--- config.mk ---
export PLATFORM = sky130hd
export DESIGN_NAME = lsm2d_front
export DESIGN_NICKNAME = d
export VERILOG_FILES = /design/src/lsm2d_pkg.sv /design/src/lsm2d_front.sv
export SDC_FILE = /design/constraint.sdc
export NUM_CORES = 1
export LEC_CHECK = 0
export BUFFER_PORTS_ARGS = -buffer_cell sky130_fd_sc_hd__buf_4
export CORE_ASPECT_RATIO = 0.8
export CORE_MARGIN = 3
export CORE_UTILIZATION = 45
export DETAILED_ROUTE_END_ITERATION = 12
export PLACE_DENSITY = 0.7
export SYNTH_ARGS = -nofsm -noshare
export SYNTH_HDL_FRONTEND = slang
export SYNTH_SLANG_ARGS = --single-unit
--- constraint.sdc ---
create_clock -name aclk -period 7.12 [get_ports aclk]
set_input_delay 1.78 -clock aclk [delete_from_list [all_inputs] [get_ports aclk]]
set_output_delay 1.78 -clock aclk [all_outputs]
set_load 0.05 [all_outputs]
--- src/lsm2d_pkg.sv ---
package lsm2d_pkg;

    localparam int MAX_SET = 8;
    localparam int CNT_W = $clog2(MAX_SET + 1);

    localparam logic [1:0] STATUS_OK       = 2'd0;
    localparam logic [1:0] STATUS_TOO_FEW  = 2'd1;
    localparam logic [1:0] STATUS_SINGULAR = 2'd2;

    localparam int MAG_W = 103;
    localparam int DIV_CW = 7;

    // one beacon request as classified by the front part
    typedef struct packed {
        logic signed [15:0] x;
        logic signed [15:0] y;
        logic [15:0]        d;
        logic               is_ref;
        logic               use_row;
        logic               last;
    } beacon_req_t;

    typedef struct packed {
        logic signed [15:0] pos_x;
        logic signed [15:0] pos_y;
        logic [1:0]         status;
    } lsm_result_t;

endpackage

--- src/lsm2d_front.sv ---
module lsm2d_front (
    input  logic                 aclk,
    input  logic                 aresetn,
    input  logic                 s_tvalid,
    output logic                 s_tready,
    input  logic [47:0]          s_tdata,
    input  logic                 s_tlast,
    output logic                 q_valid,
    input  logic                 q_ready,
    output lsm2d_pkg::beacon_req_t q_req
);
    import lsm2d_pkg::*;

    // two-entry queue
    beacon_req_t q_mem_reg [2];
    logic        wr_ptr_reg, rd_ptr_reg;
    logic [1:0]  fill_reg;
    logic [CNT_W-1:0] cnt_reg;
    logic        push, pop;
    beacon_req_t req;

    assign s_tready = (fill_reg != 2'd2);
    assign push = s_tvalid && s_tready;
    assign q_valid = (fill_reg != 2'd0);
    assign pop = q_valid && q_ready;
    assign q_req = q_mem_reg[rd_ptr_reg];

    always_comb begin
        req.x = s_tdata[15:0];
        req.y = s_tdata[31:16];
        req.d = s_tdata[47:32];
        req.last = s_tlast;
        req.is_ref = (cnt_reg == '0);
        req.use_row = (cnt_reg != '0) && (cnt_reg < CNT_W'(MAX_SET));
    end

    always_ff @(posedge aclk) begin
        if (!aresetn) begin
            wr_ptr_reg <= 1'b0;
            rd_ptr_reg <= 1'b0;
            fill_reg   <= 2'd0;
            cnt_reg    <= '0;
        end else begin
            if (push) begin
                q_mem_reg[wr_ptr_reg] <= req;
                wr_ptr_reg <= ~wr_ptr_reg;
                if (s_tlast) cnt_reg <= '0;
                else if (cnt_reg < CNT_W'(MAX_SET)) cnt_reg <= cnt_reg + 1'b1;
            end
            if (pop) rd_ptr_reg <= ~rd_ptr_reg;
            fill_reg <= fill_reg + {1'b0, push} - {1'b0, pop};
        end
    end

    a_fill_bound: assert property (@(posedge aclk) disable iff (!aresetn)
        fill_reg != 2'd3) else $error("queue fill out of range");
    a_ref_first: assert property (@(posedge aclk) disable iff (!aresetn)
        push && $past(push && s_tlast) |-> req.is_ref) else $error("set start missed");
    a_no_over: assert property (@(posedge aclk) disable iff (!aresetn)
        cnt_reg <= CNT_W'(MAX_SET)) else $error("count over bound");

endmodule

Word-level counts from Yosys, hierarchy flattened --
Memories as Yosys holds them, arrays and structs flattened. A register that Yosys moved wholly into a read port is not among the register bits. Index checks and enable logic that the tools add are counted.
Operators by class: bitwise operators 2, magnitude comparators 1, reductions and logical operators 8, muxes and demuxes 7, equal/unequal tests 1, $add $sub $neg 3
Operators with widths (number):
- two-way mux 4 bit | 2
- two-way mux 1 bit | 5
- adder 4 x 1 -> 4 bit (second input constant) | 1
- zero test 4 bit | 1
- less-than comparator 4 bit (second input constant) | 1
- nonzero test 2 bit | 2
- nonzero test 4 bit | 1
- logical AND 1 bit | 3
- adder 2 x 1 -> 2 bit | 1
- != test 2 bit (second input constant) | 1
- NOT 1 bit | 2
- AND reduction 2 bit | 1
- subtractor 2 x 1 -> 2 bit | 1
Storage, ports and cells: bits of input ports 53, memories 1, logic and storage cells 27, flip-flop bits (word level) 8, memory bits (writable) 102, output and inout bits 53
Memories:
- q_mem_reg | words 2, bits a word 51, read ports 1, clocked after memory_dff 1, write ports 1, line lsm2d_front.sv:15 | beacon_req_t q_mem_reg [2];

Longest topological paths before layout --
depth after elaboration 5, gate-level depth with buffers 9, gate-level depth less buffers 9

Worst setup path before layout --
Ideal clock, no wire load.
path kind input to register, from in aresetn, to mem q_mem_reg[0][0] (netlist name) (enable), setup slack 1.189 ns, path buffers 0, library setup time 0.523 ns, required time 6.597 ns, data arrival time 5.408 ns, stages 2, cell sequence inv_1 nor3_1
On the way: word-level cells in the longest chain between the ends 2
RTL lines:
- from (decl) | line lsm2d_front.sv:3 | input logic aresetn,
- two-way mux 1 bit | line lsm2d_front.sv:38 | if (!aresetn) begin
- two-way mux 1 bit (not written as such) | line lsm2d_front.sv:45 | q_mem_reg[wr_ptr_reg] <= req;
- to (decl) | line lsm2d_front.sv:15
No other way between the ends.

==> run metrics <==
Die ar.=0.0104 mm²; Worst Hold Class=reg -> reg; clock insertion delay at the later pin of the skew report=0.33 ns; chip height=91.8 µm; IO Port Bufs=105; final net count=385; layout cell share with drive strength beyond 1=0.538; clk sink count=111; # fillers=approximately 670; final hold vios=0; CP required=5.34 ns; Yosys Warn Count=0; pwr/cell area=371 mW/mm²; Slew @ Worst Pin=1.07 ns; n_diodes=0; vias in the first global route=between 2000 and 2500; synthesized area per cell=19.3 µm²; post-route DRC violation count=0; largest net degree at the start of global routing=40; first-pass GRT wire length=11100 µm; H-Tree Depth=3; initial antenna violation count=0; via count=roughly 2200; Final ANT Viol Nets=0; placeable core area=0.00871 mm²; routed len/inst=approximately 16 µm; post_cts resized=0; drt via density=a little under 5; post-synthesis cell type count=30; All-Layer GR Usage=0.139; clock skew=0.00826 ns; status=completed; max-cap violations=0; Inst Count DP=~430; count of flip-flops with a built-in enable after synthesis=102; top-count cell post-synth=edfxtp_1; area of the mapped netlist=0.00414 mm²; I/O pin count=106; Synth top area share=0.740; Placer Congestion=around 0.84; Peak supply drop=0.228 mV; DP HPWL=4700 µm; Period minus WS final=3.79 ns; leakage=slightly below 0.002 µW; Max Root-Sink Buffers=2; Setup crit end kind=output port; Slew Limit Fails=0; CTS Buf Count=9; achievable frequency=around 0.26 GHz; Post-CTS Setup Bufs=0; commonest register cell after synthesis=edfxtp_1; Die Span X=between 100 and 150 µm; FF-to-FF setup slack=around 4.4 ns; Async SR Flop Fraction=0; Layout area overhead=29.2%; Initial Util=0.475; Post-Syn Instances=215; syn nets=272; leading area contributor after synthesis=edfxtp_1; Overflow after GRT=0; dominant cells by area after synthesis=edfxtp_1 74%, mux2_2 14%, dfxtp_1 4.4%; Setup Viol. Count Final=0; Final Non-Filler Cells=445; Rows=30; WS Path Type=reg -> out; max reg flops=102; Synth top cells by count=102 x edfxtp_1, 51 x mux2_2, 9 x dfxtp_1; Max transition margin=0.285; hold_buf cts=0; CTS tree=built; RSZ-0062 raised after global routing=no; Seq/Total Area, Yosys=0.783; final period utilization=0.533; CP arrival=2.01 ns; initial DRC count=85; Worst-path clk slew=0.07 ns; Critical Path Source Type=flip-flop; CP Max Fanout=39; Routed Wire Length=7200 µm; Root Driver=clkbuf_16; TNS Setup=0 ns; first-pass iteration count of the detailed router=5; register bit total from synthesis=111
==> per-stage QoR <==
step	area [µm²]	setup WS, ns	util	hold slack, ns	power (µW)
6_report	5350	3.33	0.614	0.511	1990
5_1_grt	5350	3.22	0.614	0.539	2070
4_1_cts	5350	3.29	0.614	0.515	2010
3_5_place_dp	5070	3.16	0.583	0.505	1550
3_3_place_gp	5070	3.20	0.583	0.497	1550
2_1_floorplan	4140	1.19	-	0.463	1350
==> layout make-up <==
cell class,instances,area (µm²),area share
flip-flops and latches,111,3240,0.607
repair buffers,108,811,0.152
well taps,112,140,0.0262
clock buffers,10,229,0.0428
multi-input cells,90,848,0.159
clock inverters,6,45.0,0.00842
inverters,8,30.0,0.00562
==> path summary, 6_finish.rpt <==
kind / startpoint / end / depth (start not counted)
worst min-delay path: wr_ptr_reg$_SDFFE_PN0P_ / wr_ptr_reg$_SDFFE_PN0P_ / 2
worst min register to register: wr_ptr_reg$_SDFFE_PN0P_ / wr_ptr_reg$_SDFFE_PN0P_ / 2
worst max register to register: fill_reg[0]$_SDFF_PN0_ / q_mem_reg[1][31]$_DFFE_PP_ / 5
worst max-delay path: flip-flop / q_req[24] / 3
==> routing by layer <==
layer | global-route usage | share of wire
met1 | 0.190 | 0.47
met2 | 0.219 | 0.47
met3 | 0.0435 | 0.059
met4 | 0.0330 | 0.0078
met5 | 0 | 0
==> cell families after synthesis <==
kind of cell / share of synthesized area
adders and majority gates: 0.0121
buffers and inverters: 0.0142
AOI/OAI and AO/OA: 0.0169
DFF: 0.783
muxes: 0.139
xor gates and xnor gates: 0.00423
and+or+nand+nor: 0.0305
==> placed cells by master (no fill, tap or decap), types with 2 or more instances in the layout <==
master,instances
and2_1,2
clkbuf_16,9
nor2b_1,2
and3_1,2
mux2_2,51
a21oi_1,2
edfxtp_1,102
buf_4,108
nor3_2,2
dfxtp_1,8
inv_6,2
ha_1,4
inv_1,7
nand2_1,4
nor2_1,3
clkinvlp_4,2
nor3_1,3
==> report_power, final <==
part           internal, µW  leakage, µW  switching [µW]  total, µW
sequential              781      0.00101            27.3        808
combinational           247     0.000846             472        720
clock                   239     0.000127             219        458
total                  1270      0.00198             718       1990
==> critical path, stage by stage (launching register included) <==
cell     delay (ns)
dfxtp_2        0.52
buf_4          0.52
mux2_2         0.42
buf_4          0.19
Power figures use the tool's default switching activity.
